[config.mk]
export PLATFORM = sky130hd
export DESIGN_NAME = order_preserving_key_encoder
export DESIGN_NICKNAME = d
export VERILOG_FILES = /design/src/sv/opek_pkg.sv /design/src/sv/order_preserving_key_encoder.sv /design/src/sv/opek_front.sv /design/src/sv/opek_queue.sv /design/src/sv/opek_back.sv
export SDC_FILE = /design/constraint.sdc
export NUM_CORES = 1
export LEC_CHECK = 0
export CAP_MARGIN = 0
export CORE_AREA = 2 2 100 199
export DETAILED_ROUTE_END_ITERATION = 10
export DIE_AREA = 0 0 102 201
export DONT_BUFFER_PORTS = 1
export PLACE_DENSITY = 0.79
export SYNTH_ARGS = -nofsm -noshare
export SYNTH_HDL_FRONTEND = slang
export SYNTH_SLANG_ARGS = --single-unit
[constraint.sdc]
create_clock -name i_clk -period 6.4 [get_ports i_clk]
set_input_delay 0.96 -clock i_clk [delete_from_list [all_inputs] [get_ports i_clk]]
set_output_delay 0.96 -clock i_clk [all_outputs]
set_load 0.02 [all_outputs]
[src/sv/opek_pkg.sv]
// Shared types and constants of the order-preserving key encoder.
package opek_pkg;

    // Item kinds carried in the opcode field.
    localparam logic [2:0] OP_INT64     = 3'd0;
    localparam logic [2:0] OP_FLOAT64   = 3'd1;
    localparam logic [2:0] OP_BOOL      = 3'd2;
    localparam logic [2:0] OP_STR_START = 3'd3;
    localparam logic [2:0] OP_STR_BYTE  = 3'd4;
    localparam logic [2:0] OP_STR_END   = 3'd5;

    // Configuration register indexes.
    localparam logic [1:0] REG_TAG_STRING  = 2'd0;
    localparam logic [1:0] REG_TAG_INT64   = 2'd1;
    localparam logic [1:0] REG_TAG_FLOAT64 = 2'd2;
    localparam logic [1:0] REG_TAG_BOOL    = 2'd3;

    // Tag reset values.
    localparam logic [7:0] RST_TAG_STRING  = 8'd3;
    localparam logic [7:0] RST_TAG_INT64   = 8'd1;
    localparam logic [7:0] RST_TAG_FLOAT64 = 8'd2;
    localparam logic [7:0] RST_TAG_BOOL    = 8'd4;

    localparam logic [63:0] SIGN_BIT = 64'h8000_0000_0000_0000;
    localparam logic [7:0]  BYTE_ESC = 8'hFF;

    // A job holds up to nine bytes, oldest in the top byte.
    localparam int JOB_BYTES = 9;
    localparam int JOB_W     = 8 * JOB_BYTES;
    localparam int CNT_W     = $clog2(JOB_BYTES + 1);

    typedef struct packed {
        logic [2:0]  opcode;
        logic [63:0] payload;
    } t_item;

    typedef struct packed {
        logic [7:0] out_byte;
        logic       last_byte;
        logic       error;
    } t_result;

    typedef struct packed {
        logic [7:0] tag_string;
        logic [7:0] tag_int64;
        logic [7:0] tag_float64;
        logic [7:0] tag_bool;
    } t_tags;

    typedef struct packed {
        logic [JOB_W-1:0] bytes;
        logic [CNT_W-1:0] count;
        logic             err;
    } t_job;

    // Handshake between the job queue and the serializer.
    typedef struct packed {
        logic empty;
        logic pop;
    } t_qlink;

endpackage

[src/sv/order_preserving_key_encoder.sv]
// Top level of the order-preserving key encoder: config registers and datapath wiring.
//
// Converts typed values (int64, float64, bool, string start/byte/end) into byte
// strings whose unsigned lexicographic order matches value order. Push one item
// per transfer on the input queue side; pop one byte per transfer on the result
// side, with last_byte marking the final byte of each item. An int64 or a finite
// float64 takes 9 result transfers, a bool or string end 2, a string start 1, a
// string byte 1 (2 for a zero byte), and an error item 1. Throughput is set by
// the result port, which moves one byte per cycle while pop is held, so single-byte
// items go at one per cycle. The front end classifies each item into a job in the
// same cycle it is pushed; a two-entry job queue sits between it and the
// serializer, so push stays open while bytes of earlier items are still going
// out. Tags are sampled when the item is pushed. The four tag registers sit at
// byte addresses 0, 4, 8 and 12 of the APB port; only the low 8 bits of a
// write are kept, and a read returns the tag zero extended.
module order_preserving_key_encoder (
    input  logic                i_clk,
    input  logic                i_rst_n,
    // input queue side
    input  logic                push,
    output logic                full,
    input  opek_pkg::t_item     i_item,
    // result queue side
    output logic                empty,
    input  logic                pop,
    output opek_pkg::t_result   o_result,
    // configuration port
    input  logic                psel,
    input  logic                penable,
    input  logic                pwrite,
    input  logic [3:0]          paddr,
    input  logic [31:0]         pwdata,
    output logic [31:0]         prdata,
    output logic                pready
);

    opek_pkg::t_tags  r_tags;
    opek_pkg::t_job   w_front_job;
    opek_pkg::t_job   w_q_job;
    opek_pkg::t_qlink w_link;
    logic             w_q_empty;
    logic             w_cfg_wr;
    logic [1:0]       w_reg_idx;

    // Config port: no wait states.
    assign pready    = 1'b1;
    assign w_cfg_wr  = psel && penable && pwrite && pready;
    assign w_reg_idx = paddr[3:2];

    // Tag registers; keep the low byte of each write.
    always_ff @(posedge i_clk) begin
        if (!i_rst_n) begin
            r_tags.tag_string  <= opek_pkg::RST_TAG_STRING;
            r_tags.tag_int64   <= opek_pkg::RST_TAG_INT64;
            r_tags.tag_float64 <= opek_pkg::RST_TAG_FLOAT64;
            r_tags.tag_bool    <= opek_pkg::RST_TAG_BOOL;
        end else if (w_cfg_wr) begin
            unique case (w_reg_idx)
                opek_pkg::REG_TAG_STRING:  r_tags.tag_string  <= pwdata[7:0];
                opek_pkg::REG_TAG_INT64:   r_tags.tag_int64   <= pwdata[7:0];
                opek_pkg::REG_TAG_FLOAT64: r_tags.tag_float64 <= pwdata[7:0];
                opek_pkg::REG_TAG_BOOL:    r_tags.tag_bool    <= pwdata[7:0];
                default:                   r_tags             <= r_tags;
            endcase
        end
    end

    // Read back the addressed tag.
    always_comb begin
        prdata = 32'd0;
        unique case (w_reg_idx)
            opek_pkg::REG_TAG_STRING:  prdata = {24'd0, r_tags.tag_string};
            opek_pkg::REG_TAG_INT64:   prdata = {24'd0, r_tags.tag_int64};
            opek_pkg::REG_TAG_FLOAT64: prdata = {24'd0, r_tags.tag_float64};
            opek_pkg::REG_TAG_BOOL:    prdata = {24'd0, r_tags.tag_bool};
            default:                   prdata = 32'd0;
        endcase
    end

    // Classify the incoming item into a byte job.
    opek_front u_front (
        .i_item (i_item),
        .i_tags (r_tags),
        .o_job  (w_front_job)
    );

    // Hold up to two jobs while the serializer drains earlier ones.
    opek_queue u_queue (
        .i_clk   (i_clk),
        .i_rst_n (i_rst_n),
        .i_push  (push),
        .i_job   (w_front_job),
        .o_full  (full),
        .i_pop   (w_link.pop),
        .o_empty (w_q_empty),
        .o_job   (w_q_job)
    );

    // Send the bytes of each job, one result transfer per byte.
    opek_back u_back (
        .i_clk      (i_clk),
        .i_rst_n    (i_rst_n),
        .i_job      (w_q_job),
        .o_link_pop (w_link),
        .i_q_empty  (w_q_empty),
        .o_empty    (empty),
        .i_pop      (pop),
        .o_result   (o_result)
    );

    a_pop_needs_job: assert property (@(posedge i_clk) disable iff (!i_rst_n)
        w_link.pop |-> !w_link.empty) else $error("job pulled from empty queue");

    a_reset_tags: assert property (@(posedge i_clk)
        !i_rst_n |=> (r_tags.tag_string == opek_pkg::RST_TAG_STRING
                      && r_tags.tag_bool == opek_pkg::RST_TAG_BOOL))
        else $error("tags not reset");

    a_refill: assert property (@(posedge i_clk) disable iff (!i_rst_n)
        (empty && !w_q_empty) |=> !empty) else $error("serializer did not load job");

endmodule

[src/sv/opek_front.sv]
// Front end: classify an input item into a byte job.
module opek_front (
    input  opek_pkg::t_item i_item,
    input  opek_pkg::t_tags i_tags,
    output opek_pkg::t_job  o_job
);

    logic [63:0] w_flt;
    logic        w_nonfinite;
    logic [7:0]  w_sbyte;

    assign w_nonfinite = &i_item.payload[62:52];
    assign w_flt       = i_item.payload[63] ? ~i_item.payload
                                            : (i_item.payload ^ opek_pkg::SIGN_BIT);
    assign w_sbyte     = i_item.payload[7:0];

    always_comb begin
        o_job = '0;
        unique case (i_item.opcode)
            opek_pkg::OP_INT64: begin
                o_job.bytes = {i_tags.tag_int64, i_item.payload ^ opek_pkg::SIGN_BIT};
                o_job.count = opek_pkg::CNT_W'(9);
            end
            opek_pkg::OP_FLOAT64: begin
                if (w_nonfinite) begin
                    o_job.count = opek_pkg::CNT_W'(1);
                    o_job.err   = 1'b1;
                end else begin
                    o_job.bytes = {i_tags.tag_float64, w_flt};
                    o_job.count = opek_pkg::CNT_W'(9);
                end
            end
            opek_pkg::OP_BOOL: begin
                o_job.bytes = {i_tags.tag_bool, 7'd0, (i_item.payload != 64'd0), 56'd0};
                o_job.count = opek_pkg::CNT_W'(2);
            end
            opek_pkg::OP_STR_START: begin
                o_job.bytes = {i_tags.tag_string, 64'd0};
                o_job.count = opek_pkg::CNT_W'(1);
            end
            opek_pkg::OP_STR_BYTE: begin
                if (w_sbyte == 8'd0) begin
                    // escape a zero byte as 00 FF
                    o_job.bytes = {8'd0, opek_pkg::BYTE_ESC, 56'd0};
                    o_job.count = opek_pkg::CNT_W'(2);
                end else begin
                    o_job.bytes = {w_sbyte, 64'd0};
                    o_job.count = opek_pkg::CNT_W'(1);
                end
            end
            opek_pkg::OP_STR_END: begin
                o_job.count = opek_pkg::CNT_W'(2);
            end
            default: begin
                o_job.count = opek_pkg::CNT_W'(1);
                o_job.err   = 1'b1;
            end
        endcase
    end

endmodule

[src/sv/opek_queue.sv]
// Two-entry job queue between front end and serializer.
module opek_queue (
    input  logic              i_clk,
    input  logic              i_rst_n,
    input  logic              i_push,
    input  opek_pkg::t_job    i_job,
    output logic              o_full,
    input  logic              i_pop,
    output logic              o_empty,
    output opek_pkg::t_job    o_job
);

    opek_pkg::t_job r_mem [2];
    logic           r_wr;
    logic           r_rd;
    logic [1:0]     r_cnt;
    logic [1:0]     n_cnt;
    logic           w_do_push;
    logic           w_do_pop;

    assign o_full    = (r_cnt == 2'd2);
    assign o_empty   = (r_cnt == 2'd0);
    assign o_job     = r_mem[r_rd];
    assign w_do_push = i_push && !o_full;
    assign w_do_pop  = i_pop && !o_empty;

    always_comb begin
        n_cnt = r_cnt;
        case ({w_do_push, w_do_pop})
            2'b10:   n_cnt = r_cnt + 2'd1;
            2'b01:   n_cnt = r_cnt - 2'd1;
            default: n_cnt = r_cnt;
        endcase
    end

    always_ff @(posedge i_clk) begin
        if (!i_rst_n) begin
            r_wr  <= 1'b0;
            r_rd  <= 1'b0;
            r_cnt <= 2'd0;
        end else begin
            r_cnt <= n_cnt;
            if (w_do_push) begin
                r_wr <= ~r_wr;
            end
            if (w_do_pop) begin
                r_rd <= ~r_rd;
            end
        end
    end

    always_ff @(posedge i_clk) begin
        if (w_do_push) begin
            r_mem[r_wr] <= i_job;
        end
    end

    a_cnt_range: assert property (@(posedge i_clk) disable iff (!i_rst_n)
        r_cnt != 2'd3) else $error("queue count out of range");

    a_ptr_gap: assert property (@(posedge i_clk) disable iff (!i_rst_n)
        (r_cnt == 2'd0 || r_cnt == 2'd2) |-> (r_wr == r_rd)) else $error("pointer mismatch");

    a_ptr_one: assert property (@(posedge i_clk) disable iff (!i_rst_n)
        (r_cnt == 2'd1) |-> (r_wr != r_rd)) else $error("pointer mismatch at one entry");

endmodule

[src/sv/opek_back.sv]
// Back end: serialize one job into result bytes.
module opek_back (
    input  logic                i_clk,
    input  logic                i_rst_n,
    input  opek_pkg::t_job      i_job,
    output opek_pkg::t_qlink    o_link_pop,
    input  logic                i_q_empty,
    output logic                o_empty,
    input  logic                i_pop,
    output opek_pkg::t_result   o_result
);

    logic                           r_busy;
    logic [opek_pkg::JOB_W-1:0]     r_bytes;
    logic [opek_pkg::CNT_W-1:0]     r_cnt;
    logic                           r_err;
    logic                           w_take;
    logic                           w_last;
    logic                           w_free;

    assign w_last = (r_cnt == opek_pkg::CNT_W'(1));
    assign w_take = i_pop && r_busy;
    // the holding register frees up when idle or when its final byte goes out
    assign w_free = !r_busy || (w_take && w_last);

    assign o_link_pop.empty = i_q_empty;
    assign o_link_pop.pop   = w_free && !i_q_empty;

    assign o_empty            = !r_busy;
    assign o_result.out_byte  = r_bytes[opek_pkg::JOB_W-1 -: 8];
    assign o_result.last_byte = w_last;
    assign o_result.error     = r_err;

    always_ff @(posedge i_clk) begin
        if (!i_rst_n) begin
            r_busy <= 1'b0;
            r_cnt  <= '0;
        end else if (w_free) begin
            r_busy <= !i_q_empty;
            r_cnt  <= i_job.count;
        end else if (w_take) begin
            r_cnt <= r_cnt - opek_pkg::CNT_W'(1);
        end
    end

    always_ff @(posedge i_clk) begin
        if (w_free) begin
            r_bytes <= i_job.bytes;
            r_err   <= i_job.err;
        end else if (w_take) begin
            r_bytes <= {r_bytes[opek_pkg::JOB_W-9:0], 8'd0};
        end
    end

    a_cnt_valid: assert property (@(posedge i_clk) disable iff (!i_rst_n)
        r_busy |-> (r_cnt != '0 && r_cnt <= opek_pkg::CNT_W'(opek_pkg::JOB_BYTES)))
        else $error("byte count out of range");

    a_err_single: assert property (@(posedge i_clk) disable iff (!i_rst_n)
        (r_busy && r_err) |-> w_last) else $error("error result not single");

    a_cnt_step: assert property (@(posedge i_clk) disable iff (!i_rst_n)
        (w_take && !w_last) |=> (r_busy && r_cnt == $past(r_cnt) - opek_pkg::CNT_W'(1)))
        else $error("byte count did not advance");

endmodule
Yosys cells after proc, flatten, opt, wreduce, memory -nomap -nowiden --
Memory sizes are Yosys's and may differ from the RTL's. A register that Yosys moved wholly into a read port is not among the register bits. Cells that the tools add are included.
Operators by class: reduce and logical (&&, ||, !) cells 25, add/subtract/negate cells 3, eq/ne operators 12, muxes and demuxes 18, bitwise gates (word level) 4
Operator list (count):
- one-hot mux 72 bit (5 select lines) | 1
- two-way mux 72 bit | 3
- one-hot mux 32 bit (4 select lines) | 1
- two-way mux 76 bit | 1
- two-way mux 64 bit | 1
- inverter 64 bit | 1
- nonzero test 64 bit | 1
- one-hot mux 4 bit (4 select lines) | 1
- two-way mux 4 bit | 3
- AND reduction 11 bit | 1
- equality test 2 bit (second input constant) | 4
- zero test 8 bit | 1
- AND reduction 2 bit | 4
- logical AND 1 bit | 7
- equality test 3 x 2 -> 1 bit (second input constant) | 2
- equality test 3 bit (second input constant) | 2
- two-way mux 1 bit | 5
- OR reduction 5 bit | 1
- equality test 2 x 1 -> 1 bit (second input constant) | 2
- equality test 4 x 1 -> 1 bit (second input constant) | 1
- zero test 2 bit | 2
- one-hot mux 2 bit (2 select lines) | 1
- nonzero test 2 bit | 2
- subtractor 4 x 1 -> 4 bit (second input constant) | 1
- 9 further kinds | 13
Storage, ports and cells: register bits 114, memory bits (writable) 154, memories kept 1
Memory list:
- u_queue.r_mem | words 2, bits a word 77, rd ports 1, clocked after memory_dff 1, write ports 1, RTL line opek_queue.sv:13 | opek_pkg::t_job r_mem [2];

Longest topological paths before layout --
Gate-level depths: netlist (run 1).
word-level depth 7, gate-level depth with buffers 10, mapped depth without buffers 9

Modules after synthesis --
From an unflattened synthesis (run 1), not the netlist that was laid out.
Second synthesis, totals: cell total of the unflattened synthesis 878, area total of the unflattened synthesis 12708.4 um^2
Modules (own cells, without submodules):
- opek_queue | instances 1, cells each 266, area an instance 5791.8 um^2
- opek_back | instances 1, cells each 206, area an instance 3703.6 um^2
- order_preserving_key_encoder | instances 1, cells each 158, area an instance 1620.3 um^2
- opek_front | instances 1, cells each 248, area an instance 1592.8 um^2

Worst setup path before layout (run 1) --
Ideal clock, no wire load.
path type input-to-reg, start in push, end mem u_queue.r_mem[0][0] (netlist bit), enable pin, data arrival time 4.233 ns, required time 5.888 ns, setup time 0.512 ns, cell stages on the path 2, path slack 1.655 ns, cell sequence nand2_1 -> nor2_1
On the way: longest elaborated chain between the ends 3
Ends and longest elaborated chain:
- from (decl) | RTL line order_preserving_key_encoder.sv:20 | input logic push,
- logical AND 1 bit | RTL line opek_queue.sv:24 | assign w_do_push = i_push && !o_full;
- two-way mux 1 bit | RTL line opek_queue.sv:53 | if (w_do_push) begin
- two-way mux 1 bit (not written as such) | RTL line opek_queue.sv:54 | r_mem[r_wr] <= i_job;
- to (decl) | RTL line opek_queue.sv:13
Every way passes these cells.

==> impl_metrics.sql, run 1 <==
INSERT INTO impl_metrics (metric_group, metric, value, unit) VALUES
('outcome', 'run_status', 'complete, no violations', ''),
('sta', 'timing.final.crit_period', '3.07', 'ns'),
('worst_setup_path', 'path_depth_of_the_worst_reg2reg_path', '6', ''),
('place', 'dp.final_hpwl', '15500', 'um'),
('cells_and_area', 'drive_above_1_share', '7.11', '%'),
('clock_tree', 'cts.sinks', '267', ''),
('sta', 'fin_ws', '3.33', 'ns'),
('routing', 'drtAntennaViolNets', '0', ''),
('floorplanning', 'floorplan.die.width', '102', 'um'),
('floorplanning', 'fp.dieArea', '20500', 'sq um'),
('cells_and_area', 'area_growth', '6.45', '%'),
('worst_setup_path', 'crit_start', 'u_back.r_cnt[1]$_SDFFE_PN0P_', ''),
('yosys', 'netlist.area_leader.share', '56.2', '%'),
('routing', 'drt-pass1-iter-count', '6', ''),
('clock_tree', 'cts_buffer_depth', '3', ''),
('yosys', 'synth-adder-area-share', '0.416', '%'),
('routing', 'drcViolationCount', '0', ''),
('clock_tree', 'cts_inserted_buffers', '23', ''),
('global_route', 'first_global_vias', '7308', ''),
('sta', 'setup_violations', '0', ''),
('yosys', 'postSynthCellCount', '986', ''),
('cells_and_area', 'final_util', '67.0', '%'),
('yosys', 'yosys_warnings', '0', ''),
('global_route', 'grt_start_max_net_pins', '97', ''),
('sta', 'hold_ws', '0.503', 'ns'),
('cells_and_area', 'num-fill-cells', '1441', ''),
('yosys', 'synth_simple_gate_area_share', '12.2', '%'),
('floorplanning', 'top_level_ports', '155', ''),
('pwr', 'power.density', '384', 'nW/um^2'),
('routing', 'vias_per_cell', '6.01', ''),
('sta', 'grt_setup_unrepaired', 'false', ''),
('yosys', 'synth.avg_cell_area', '12.2', 'sq um'),
('cells_and_area', 'area_taken_by_multi_input_logic_gates', '3960', 'sq um'),
('pwr', 'power.static_leakage', '4.42', 'nW'),
('sta', 'finalClockSkew', '0.0123', 'ns'),
('yosys', 'synth_area_leaders', 'sky130_fd_sc_hd__edfxtp_1 56%, sky130_fd_sc_hd__mux2i_1 9.1%, sky130_fd_sc_hd__dfxtp_1 7.0%, sky130_fd_sc_hd__nand2_1 2.9%, sky130_fd_sc_hd__o21ai_0 2.8%', ''),
('cells_and_area', 'seq_area', '7600', 'sq um'),
('clock_tree', 'tritoncts', 'built', ''),
('worst_setup_path', 'slowest_stage', 'sky130_fd_sc_hd__buf_4', ''),
('yosys', 'synth_xor_xnor_area_share', '0.219', '%'),
('sta', 'final_hold_viol_count', '0', ''),
('floorplanning', 'fp.coreArea', '19100', 'sq um'),
('floorplanning', 'std_cell_rows', '72', ''),
('sta', 'achievable-frequency', '0.326', 'GHz'),
('worst_setup_path', 'timing.critical_path.arrival', '3.26', 'ns'),
('cells_and_area', 'antenna_diode_count', '0', ''),
('worst_hold_path', 'whs_endpoint', 'u_back.r_cnt[2]$_SDFFE_PN0P_', ''),
('cells_and_area', 'most-common-layout-cells', '225 x sky130_fd_sc_hd__edfxtp_1, 109 x sky130_fd_sc_hd__mux2i_1, 93 x sky130_fd_sc_hd__nand2_1, 78 x sky130_fd_sc_hd__nor2_1, 68 x sky130_fd_sc_hd__o21ai_0', ''),
('worst_setup_path', 'r2r-start', 'u_back.r_cnt[1]$_SDFFE_PN0P_', ''),
('clock_tree', 'ctsRootBufferMaster', 'sky130_fd_sc_hd__clkbuf_16', ''),
('worst_hold_path', 'timing.hold.worst_path_depth', '2', ''),
('cells_and_area', 'layout_commonest_cell', 'sky130_fd_sc_hd__edfxtp_1', ''),
('global_route', 'groute.usage.overall', '24.1', '%'),
('yosys', 'synth_area', '12000', 'sq um'),
('sta', 'relSlewSlack', '27.2', '%'),
('sta', 'setup-tns-final', '0', 'ns'),
('sta', 'fin_crit_sh', '48.0', '%'),
('routing', 'detailroute.via_count', '7300', ''),
('place', 'place_congestion', '0.800', ''),
('floorplanning', 'floorplan.initialDensity', '62.9', '%'),
('worst_setup_path', 'worst_path_largest_cell_delay', '0.81', 'ns'),
('floorplanning', 'die_height', '201', 'um'),
('worst_setup_path', 'cp-start-kind', 'flop', ''),
('clock_tree', 'holdBufCountCts', '0', ''),
('yosys', 'muxShareOfSynthArea', '10.7', '%'),
('cells_and_area', 'num-nets-final', '1054', ''),
('clock_tree', 'postCtsSetupRepairBufs', '0', ''),
('routing', 'drt_iter0_markers', '682', ''),
('yosys', 'ys_seq_area_share', '63.2', '%'),
('yosys', 'ys_ff_latch', '267', ''),
('yosys', 'synth_area_leader_cell', 'sky130_fd_sc_hd__edfxtp_1', '');
per-layer routing:
| layer | global-route usage, % | wire, um |
|---|---|---|
| met5 | 0 | 0 |
| met4 | 9.43 | 936 |
| met3 | 5.54 | 2010 |
| met2 | 39.2 | 12600 |
| met1 | 31.3 | 9140 |
Yosys cell counts (all sizes together):
cell type,instances
or2,1
or3,3
buf,78
and3,2
a22o,1
nor4b,1
nor3,59
dfxtp,42
o31ai,1
ha,4
nor3b,1
o21ai,68
a21o,1
o21a,2
xor2,1
nand2b,4
o211ai,1
and2,5
xnor2,2
nor2,83
nor4,13
edfxtp,225
o21bai,2
mux2,1
mux2i,109
nand2,93
a22oi,17
mux4,8
o221ai,8
nand3,4
clkbuf,25
conb,2
nor2b,31
or4,2
a211o,5
a21oi,62
a31oi,1
nand4,6
inv,10
a21boi,2
layout make-up:
type,instances,share of cell area [%]
Inverter,10,0.293
Tap cell,259,2.53
Clock buffer,25,4.56
Timing Repair Buffer,9,0.528
Multi-Input combinational cell,629,30.9
Clock inverter,16,1.77
Sequential cell,267,59.4
worst max-delay path by stage:
stage / endpoint / slack [ns] / cells past startpoint
6_report: u_back.r_bytes[54]$_DFFE_PP_ / 3.33 / 6
5_1_grt: u_back.r_bytes[54]$_DFFE_PP_ / 3.06 / 6
4_1_cts: u_back.r_bytes[54]$_DFFE_PP_ / 3.34 / 6
3_5_place_dp: u_queue.r_mem[0][24]$_DFFE_PP_ / 2.91 / 7
3_3_place_gp: u_queue.r_mem[0][68]$_DFFE_PP_ / 2.99 / 7
2_1_floorplan: u_queue.r_mem[0][0]$_DFFE_PP_ / 1.66 / 2
metrics by stage:
stage	instance area (sq um)	total power [W]	instances
2_1_floorplan	12100	0.00331	1009
3_3_place_gp	12000	0.00344	1174
3_5_place_dp	12000	0.00347	1174
4_1_cts	12800	0.00495	1215
5_1_grt	12800	0.00514	1215
6_report	12800	0.00492	1215
report_power, final:
group	switching, W	total (W)	internal, W	leakage [nW]
registers	0.000179	0.00260	0.00242	2.60
logic	0.000547	0.000830	0.000283	1.43
clock network	0.000592	0.00149	0.000898	0.386
registers in the layout, indices dropped and copies added (netlist names), named ones only:
signal	flops
u_back.r_busy	1
u_queue.r_mem	152
u_queue.r_rd	1
u_queue.r_wr	1
u_back.r_bytes	72
r_tags	32
u_back.r_cnt	4
u_back.r_err	1
u_queue.r_cnt	2
cell families after synthesis:
logic type,count (synthesis)
other cells,2
xor+xnor,3
fa+ha+maj,4
flops,267
buf+inv,113
simple gates,308
mux,118
compound gates,171
critical path, delay by kind of cell (launching register included):
kind                     cells  cell delay (ns)
buffers and inverters        2             0.88
AO/OA/AOI/OAI                2             1.08
flip-flops                   1             0.33
adder cells (fa/ha/maj)      1             0.17
AND/OR/NAND/NOR              1             0.23
(Power assumes the default switching activity.)
==> inputs of run 2 (changes only) <==
==> constraint.sdc (replaced) <==
create_clock -name i_clk -period 2.9 [get_ports i_clk]
set_input_delay 0.435 -clock i_clk [delete_from_list [all_inputs] [get_ports i_clk]]
set_output_delay 0.435 -clock i_clk [all_outputs]
set_load 0.02 [all_outputs]
==> run 2 against run 1 <==
Critical path type unchanged; largest cell class unchanged; setup slack worse by 2.6 ns; maximum frequency increased by 43%; routed wire length grew 2.2%; non-clock buffer count grew 6; power up 110%; cell count rose by 0.41%; register-to-register slack lost 2.6 ns.
==> impl_metrics.sql, run 2 (synthesis results as in run 1) <==
INSERT INTO impl_metrics (metric_group, metric, value, unit) VALUES
('sta', 'finalClockSkew', '0.0106', 'ns'),
('floorplanning', 'fp.dieArea', '20500', 'sq um'),
('worst_setup_path', 'crit_start', 'u_back.r_cnt[1]$_SDFFE_PN0P_', ''),
('global_route', 'globalRoute.totalOverflow', '0', ''),
('place', 'place_congestion', '0.825', ''),
('routing', 'drcViolationCount', '0', ''),
('floorplanning', 'die_height', '201', 'um'),
('clock_tree', 'cts_inserted_buffers', '22', ''),
('pwr', 'power.density', '822', 'nW/um^2'),
('routing', 'detail_route.wl_per_cell', '20.6', 'um'),
('routing', 'detailroute.via_count', '7394', ''),
('sta', 'relSlewSlack', '48.7', '%'),
('job', 'maxCapViolations', '0', ''),
('clock_tree', 'tritoncts', 'built', ''),
('worst_setup_path', 'critical_path.max_fanout', '136', ''),
('clock_tree', 'cts.sinks', '267', ''),
('cells_and_area', 'layout_commonest_cell', 'sky130_fd_sc_hd__edfxtp_1', ''),
('clock_tree', 'ctsRootBufferMaster', 'sky130_fd_sc_hd__clkbuf_16', ''),
('outcome', 'run_status', 'complete, no violations', ''),
('floorplanning', 'top_level_ports', '155', ''),
('clock_tree', 'insertion_delay', '0.51', 'ns'),
('cells_and_area', 'drive_above_1_share', '7.80', '%'),
('global_route', 'groute.usage.overall', '24.6', '%'),
('pwr', 'p_seq_share', '54.5', '%'),
('worst_setup_path', 'worst_path_largest_cell_delay', '0.39', 'ns'),
('pwr', 'cellInternalPower', '0.00756', 'W'),
('cells_and_area', 'area_growth', '6.54', '%'),
('sta', 'timing_worst_slew_pin_value', '0.762', 'ns'),
('pwr', 'fraction_of_power_consumed_by_combinational_cells', '18.3', '%'),
('routing', 'vias_per_cell', '6.06', ''),
('sta', 'fin_crit_sh', '73.8', '%'),
('routing', 'drt-pass1-iter-count', '6', ''),
('global_route', 'grt_antenna_before_repair', '0', ''),
('worst_setup_path', 'crit_path_category', 'flop to flop', ''),
('clock_tree', 'path_clk_slew', '0.07', 'ns'),
('global_route', 'grt_pass1_wl', '39000', 'um'),
('worst_setup_path', 'slowest_stage', 'sky130_fd_sc_hd__buf_12', ''),
('clock_tree', 'cts_max_level', '1', ''),
('routing', 'drt_iter0_markers', '615', ''),
('routing', 'drtAntennaViolNets', '0', ''),
('cells_and_area', 'most-common-layout-cells', '225 x sky130_fd_sc_hd__edfxtp_1, 109 x sky130_fd_sc_hd__mux2i_1, 93 x sky130_fd_sc_hd__nand2_1, 78 x sky130_fd_sc_hd__nor2_1, 68 x sky130_fd_sc_hd__o21ai_0', ''),
('global_route', 'grt_start_max_net_pins', '137', ''),
('worst_setup_path', 'crit_buf_inv', '3', ''),
('sta', 'setup-tns-final', '0', 'ns'),
('sta', 'grt_setup_unrepaired', 'false', ''),
('clock_tree', 'cts_buffer_depth', '3', ''),
('worst_setup_path', 'r2r-start', 'u_back.r_cnt[1]$_SDFFE_PN0P_', ''),
('cells_and_area', 'largest_register_ff_count', '152', ''),
('floorplanning', 'floorplan.die.width', '102', 'um'),
('cells_and_area', 'largest_register', 'u_queue.r_mem', ''),
('pwr', 'power.clock.fraction', '27.2', '%'),
('pwr', 'power.static_leakage', '4.43', 'nW'),
('worst_setup_path', 'endpoint_kind', 'flop', ''),
('global_route', 'first_global_vias', '7471', ''),
('worst_setup_path', 'critPathTopFamily', 'buffers and inverters', ''),
('sta', 'timing.final.crit_period', '2.14', 'ns'),
('place', 'dp.final_hpwl', '15900', 'um'),
('worst_setup_path', 'cp_cell_sequence', 'inv_1 > ha_1 > nor3b_2 > buf_4 > a21oi_4 > buf_12 > o21ai_0', ''),
('sta', 'fin_ws', '0.760', 'ns'),
('sta', 'achievable-frequency', '0.467', 'GHz'),
('worst_hold_path', 'timing.hold.worst.class', 'input port to flop', ''),
('worst_hold_path', 'hold_path_startpoint', 'i_rst_n', ''),
('worst_setup_path', 'worst_ep_required', '3.11', 'ns'),
('cells_and_area', 'num-nets-final', '1059', ''),
('floorplanning', 'floorplan.initialDensity', '62.9', '%'),
('clock_tree', 'count_of_cells_resized_by_post_cts_repair', '0', ''),
('sta', 'timing.final.max_slew_violations', '0', ''),
('floorplanning', 'fp.coreArea', '19100', 'sq um'),
('place', 'dp_worst_setup_slack', '0.694', 'ns'),
('cells_and_area', 'largest_registers', 'u_queue.r_mem x152, u_back.r_bytes x72, r_tags x32', ''),
('pwr', 'p_sw_share', '28.1', '%'),
('sta', 'setup_violations', '0', ''),
('place', 'buffer_ports.inserted', '0', ''),
('sta', 'final_hold_viol_count', '0', ''),
('pwr', 'netSwitchingPower', '0.00296', 'W'),
('worst_setup_path', 'cp-start-kind', 'flop', ''),
('cells_and_area', 'antenna_diode_count', '0', ''),
('pwr', 'largest_voltage_drop_on_the_vdd_net', '0.606', 'mV'),
('routing', 'routed_wl', '25200', 'um'),
('pwr', 'totalPowerFinal', '0.0105', 'W'),
('floorplanning', 'std_cell_rows', '72', ''),
('worst_setup_path', 'timing.critical_path.arrival', '2.35', 'ns');
[run 2: timing repair]
item,in CTS,in global routing
buffers inserted,0,0
endpoints found under the hold margin,5,0
hold buffers,1,0
[run 2: routing by layer]
| metal | up-vias | share of wire, % | wire length, um | global-route usage, % |
|---|---|---|---|---|
| met3 | 58 | 7.4 | 1880 | 4.28 |
| li1 | 3473 | - | - | - |
| met1 | 3562 | 37 | 9200 | 31.2 |
| met5 | - | 0 | 0 | 0 |
| met2 | 301 | 52 | 13200 | 41.7 |
| met4 | 0 | 3.5 | 885 | 9.00 |
[run 2: stage by stage]
step / instances / utilization [%] / hold WS (ns) / area, sq um
after floorplan: 1009 / - / 0.442 / 12100
after global placement: 1179 / 63.4 / 0.473 / 12100
after detailed placement: 1179 / 63.4 / 0.503 / 12100
after CTS: 1220 / 67.1 / 0.0264 / 12800
after global routing: 1220 / 67.1 / 0.0349 / 12800
final: 1220 / 67.1 / 0.0423 / 12800
[run 2: worst paths after layout]
| path | end | slack (ns) | depth (start not counted) |
|---|---|---|---|
| min reg2reg | u_queue.r_cnt[1]$_SDFFE_PN0P_ | 0.52 | 2 |
| max reg2reg | u_back.r_bytes[33]$_DFFE_PP_ | 0.76 | 7 |
| min | u_back.r_cnt[0]$_SDFFE_PN0P_ | 0.04 | 2 |
| max | u_back.r_bytes[33]$_DFFE_PP_ | 0.76 | 7 |
[run 2: layout make-up]
class	instances	area (sq um)
Tap cell	259	324
Clock buffer	28	594
Multi-Input combinational cell	629	3960
Sequential cell	267	7600
Timing Repair Buffer	15	203
Clock inverter	12	90.1
Fill cell	1416	6290
Inverter	10	37.5
[run 2: power groups by stage]
stage          clock, W  sequential, W  combinational [W]
6_report        0.00286        0.00573            0.00193
5_1_grt         0.00304        0.00582            0.00215
4_1_cts         0.00290        0.00574            0.00196
3_5_place_dp          0        0.00581            0.00194
3_3_place_gp          0        0.00578            0.00187
2_1_floorplan         0        0.00558            0.00171
==> inputs of run 3 (changes only) <==
--- a/config.mk
+++ b/config.mk
@@ -6,11 +6,11 @@
 export NUM_CORES = 1
 export LEC_CHECK = 0
 export CAP_MARGIN = 0
-export CORE_AREA = 2 2 100 199
+export CORE_AREA = 2 2 106 211
 export DETAILED_ROUTE_END_ITERATION = 10
-export DIE_AREA = 0 0 102 201
+export DIE_AREA = 0 0 108 213
 export DONT_BUFFER_PORTS = 1
-export PLACE_DENSITY = 0.79
+export PLACE_DENSITY = 0.74
 export SYNTH_ARGS = -nofsm -noshare
 export SYNTH_HDL_FRONTEND = slang
 export SYNTH_SLANG_ARGS = --single-unit
==> constraint.sdc (replaced) <==
create_clock -name i_clk -period 1.9 [get_ports i_clk]
set_input_delay 0.285 -clock i_clk [delete_from_list [all_inputs] [get_ports i_clk]]
set_output_delay 0.285 -clock i_clk [all_outputs]
set_load 0.02 [all_outputs]
==> run 3 against run 2 <==
Count of clock-buffer cells in the layout up 1; critical endpoint is now u_queue.r_cnt[1]$_SDFFE_PN0P_; maximum frequency up 17%; register-to-register slack worse by 0.70 ns; die area up 12%; combinational power up 79%; core utilization down 4.5 points; routed wire length up 9.8%.
==> impl_metrics.sql, run 3 (synthesis results as in run 1) <==
INSERT INTO impl_metrics (metric_group, metric, value, unit) VALUES
('floorplanning', 'floorplan.die.width', '108', 'um'),
('worst_setup_path', 'endpoint_kind', 'flop', ''),
('sta', 'timing.final.crit_period', '1.84', 'ns'),
('global_route', 'grt_start_max_net_pins', '81', ''),
('routing', 'wl_met2', '14700', 'um'),
('place', 'place_congestion', '0.850', ''),
('clock_tree', 'path_clk_slew', '0.07', 'ns'),
('cells_and_area', 'final_util', '62.5', '%'),
('pwr', 'fraction_of_power_consumed_by_combinational_cells', '20.8', '%'),
('sta', 'achievable-frequency', '0.545', 'GHz'),
('cells_and_area', 'largest_register', 'u_queue.r_mem', ''),
('job', 'maxCapViolations', '0', ''),
('worst_setup_path', 'worst_ep_required', '2.35', 'ns'),
('pwr', 'power.density', '1250', 'nW/um^2'),
('sta', 'relSlewSlack', '53.2', '%'),
('clock_tree', 'cts_inserted_buffers', '23', ''),
('worst_setup_path', 'r2r-start', 'u_back.r_cnt[1]$_SDFFE_PN0P_', ''),
('clock_tree', 'cts_max_level', '1', ''),
('pwr', 'p_seq_share', '52.6', '%'),
('worst_setup_path', 'crit_start', 'u_back.r_cnt[1]$_SDFFE_PN0P_', ''),
('worst_setup_path', 'timing.critical_path.arrival', '2.28', 'ns'),
('cells_and_area', 'antenna_diode_count', '0', ''),
('cells_and_area', 'largest_registers', 'u_queue.r_mem x152, u_back.r_bytes x72, r_tags x32', ''),
('clock_tree', 'ctsRootBufferMaster', 'sky130_fd_sc_hd__clkbuf_16', ''),
('floorplanning', 'top_level_ports', '155', ''),
('clock_tree', 'cts.sinks', '267', ''),
('floorplanning', 'fp.coreArea', '21400', 'sq um'),
('pwr', 'power.static_leakage', '4.67', 'nW'),
('place', 'placed_cells', '1216', ''),
('clock_tree', 'cts_buffer_depth', '3', ''),
('clock_tree', 'postCtsSetupRepairBufs', '0', ''),
('cells_and_area', 'layout_commonest_cell', 'sky130_fd_sc_hd__edfxtp_1', ''),
('routing', 'drcViolationCount', '0', ''),
('floorplanning', 'std_cell_rows', '76', ''),
('floorplanning', 'die_height', '213', 'um'),
('cells_and_area', 'layout.cells.non_filler', '1279', ''),
('routing', 'drt_iter0_markers', '597', ''),
('place', 'buffer_ports.inserted', '0', ''),
('worst_setup_path', 'setup.reg_to_reg.worst_slack', '0.06', 'ns'),
('clock_tree', 'tritoncts', 'built', ''),
('floorplanning', 'fp.dieArea', '23000', 'sq um'),
('worst_setup_path', 'path_depth_of_the_worst_reg2reg_path', '8', ''),
('pwr', 'largest_voltage_drop_on_the_vdd_net', '0.826', 'mV'),
('place', 'post_dp_cell_area', '12400', 'sq um'),
('global_route', 'groute.usage.overall', '23.5', '%'),
('global_route', 'grt_antenna_before_repair', '0', ''),
('place', 'dp.final_hpwl', '18300', 'um'),
('pwr', 'cellInternalPower', '0.0119', 'W'),
('cells_and_area', 'largest_register_ff_count', '152', ''),
('routing', 'detail_route.wirelength.met1', '9370', 'um'),
('global_route', 'globalRoute.totalOverflow', '0', ''),
('sta', 'finalClockSkew', '0.0110', 'ns'),
('sta', 'timing.final.max_slew_violations', '0', ''),
('routing', 'drt-pass1-iter-count', '5', ''),
('routing', 'routed_wl', '27600', 'um'),
('worst_setup_path', 'cp-start-kind', 'flop', ''),
('sta', 'timing_worst_slew_pin_value', '0.699', 'ns'),
('clock_tree', 'insertion_delay', '0.52', 'ns'),
('cells_and_area', 'num-nets-final', '1105', ''),
('pwr', 'p_sw_share', '28.6', '%'),
('sta', 'final_hold_viol_count', '0', ''),
('sta', 'setup_violations', '0', ''),
('routing', 'vias_per_cell', '5.95', ''),
('worst_setup_path', 'critical_path.max_fanout', '3', ''),
('pwr', 'netSwitchingPower', '0.00477', 'W'),
('floorplanning', 'floorplan.initialDensity', '56.2', '%'),
('sta', 'fin_crit_sh', '96.6', '%'),
('global_route', 'grt_pass1_wl', '40800', 'um'),
('routing', 'drtAntennaViolNets', '0', ''),
('worst_setup_path', 'crit_path_category', 'flop to flop', ''),
('outcome', 'run_status', 'complete, no violations', ''),
('worst_setup_path', 'regToRegEndpoint', 'u_queue.r_cnt[1]$_SDFFE_PN0P_', ''),
('routing', 'detailroute.wirelength.met3', '2210', 'um'),
('worst_setup_path', 'timing.critical_path.to', 'u_queue.r_cnt[1]$_SDFFE_PN0P_', ''),
('sta', 'grt_setup_unrepaired', 'true', ''),
('worst_hold_path', 'timing.hold.worst.class', 'input port to flop', ''),
('global_route', 'first_global_vias', '7501', ''),
('cells_and_area', 'layout.cell_area.non_filler', '13400', 'sq um'),
('routing', 'detail_route.wl_per_cell', '21.6', 'um'),
('routing', 'top_signal_layer_used', 'met4', ''),
('pwr', 'power.clock.fraction', '26.7', '%'),
('worst_hold_path', 'hold_path_startpoint', 'pop', ''),
('cells_and_area', 'area_growth', '11.3', '%'),
('cells_and_area', 'most-common-layout-cells', '225 x sky130_fd_sc_hd__edfxtp_1, 109 x sky130_fd_sc_hd__mux2i_1, 92 x sky130_fd_sc_hd__nand2_1, 78 x sky130_fd_sc_hd__nor2_1, 68 x sky130_fd_sc_hd__o21ai_0', ''),
('routing', 'detailroute.via_count', '7615', ''),
('cells_and_area', 'drive_above_1_share', '10.4', '%');
-- run 3: critical path: stages, from the launching register on --
cell                       delay [ns]
sky130_fd_sc_hd__dfxtp_1         0.34
sky130_fd_sc_hd__inv_1           0.07
sky130_fd_sc_hd__ha_1            0.18
sky130_fd_sc_hd__nor3b_4         0.16
sky130_fd_sc_hd__a21oi_4         0.20
sky130_fd_sc_hd__nor2_4          0.06
sky130_fd_sc_hd__ha_4            0.25
sky130_fd_sc_hd__or3_1           0.37
sky130_fd_sc_hd__a21boi_1        0.15
-- run 3: metal layers --
metal	track usage (%)	vias to the layer above
met5	0	-
met1	24.3	3674
li1	-	3564
met3	6.56	76
met2	42.3	301
met4	12.7	0
-- run 3: cell type report --
class	instances	area [sq um]
Tap cell	273	342
Timing Repair Buffer	60	703
Inverter	10	37.5
Clock inverter	11	86.3
Fill cell	1637	8020
Multi-Input combinational cell	629	4000
Clock buffer	29	608
Sequential cell	267	7600
-- run 3: metrics by stage --
stage          hold slack [ns]  TNS [ns]  setup slack [ns]  power (W)
2_1_floorplan            0.410    -16.44            -0.197     0.0112
3_3_place_gp             0.350         0            0.0400     0.0120
3_5_place_dp             0.352   -0.0521           -0.0300     0.0121
4_1_cts               0.000209         0            0.0184     0.0166
5_1_grt                 0.0124   -0.0813           -0.0813     0.0174
6_report                0.0111         0            0.0647     0.0167
-- run 3: how the worst min path moves through the flow --
stage | end | cells after the start
2_1_floorplan | r_tags[16]$_SDFFE_PN1P_ | 2
3_3_place_gp | r_tags[25]$_SDFFE_PN1P_ | 1
3_5_place_dp | r_tags[24]$_SDFFE_PN1P_ | 1
4_1_cts | u_back.r_cnt[2]$_SDFFE_PN0P_ | 3
5_1_grt | u_queue.r_mem[0][64]$_DFFE_PP_ | 1
6_report | u_back.r_cnt[2]$_SDFFE_PN0P_ | 3
-- run 3: power groups by stage --
| stage | Clock, W | Combinational, W | Sequential, W |
|---|---|---|---|
| 2_1_floorplan | 0 | 0.00266 | 0.00852 |
| 3_3_place_gp | 0 | 0.00315 | 0.00885 |
| 3_5_place_dp | 0 | 0.00322 | 0.00888 |
| 4_1_cts | 0.00452 | 0.00334 | 0.00878 |
| 5_1_grt | 0.00471 | 0.00377 | 0.00889 |
| 6_report | 0.00444 | 0.00346 | 0.00876 |
-- run 3: what timing repair did --
item / 4_1_cts / 5_1_grt
gates cloned: 0 / 2
endpoints found under the hold margin: 52 / 0
hold buffers: 21 / 0
resized for setup: 3 / 3
pin swaps: 2 / 1
endpoints found under the setup margin: 2 / 45
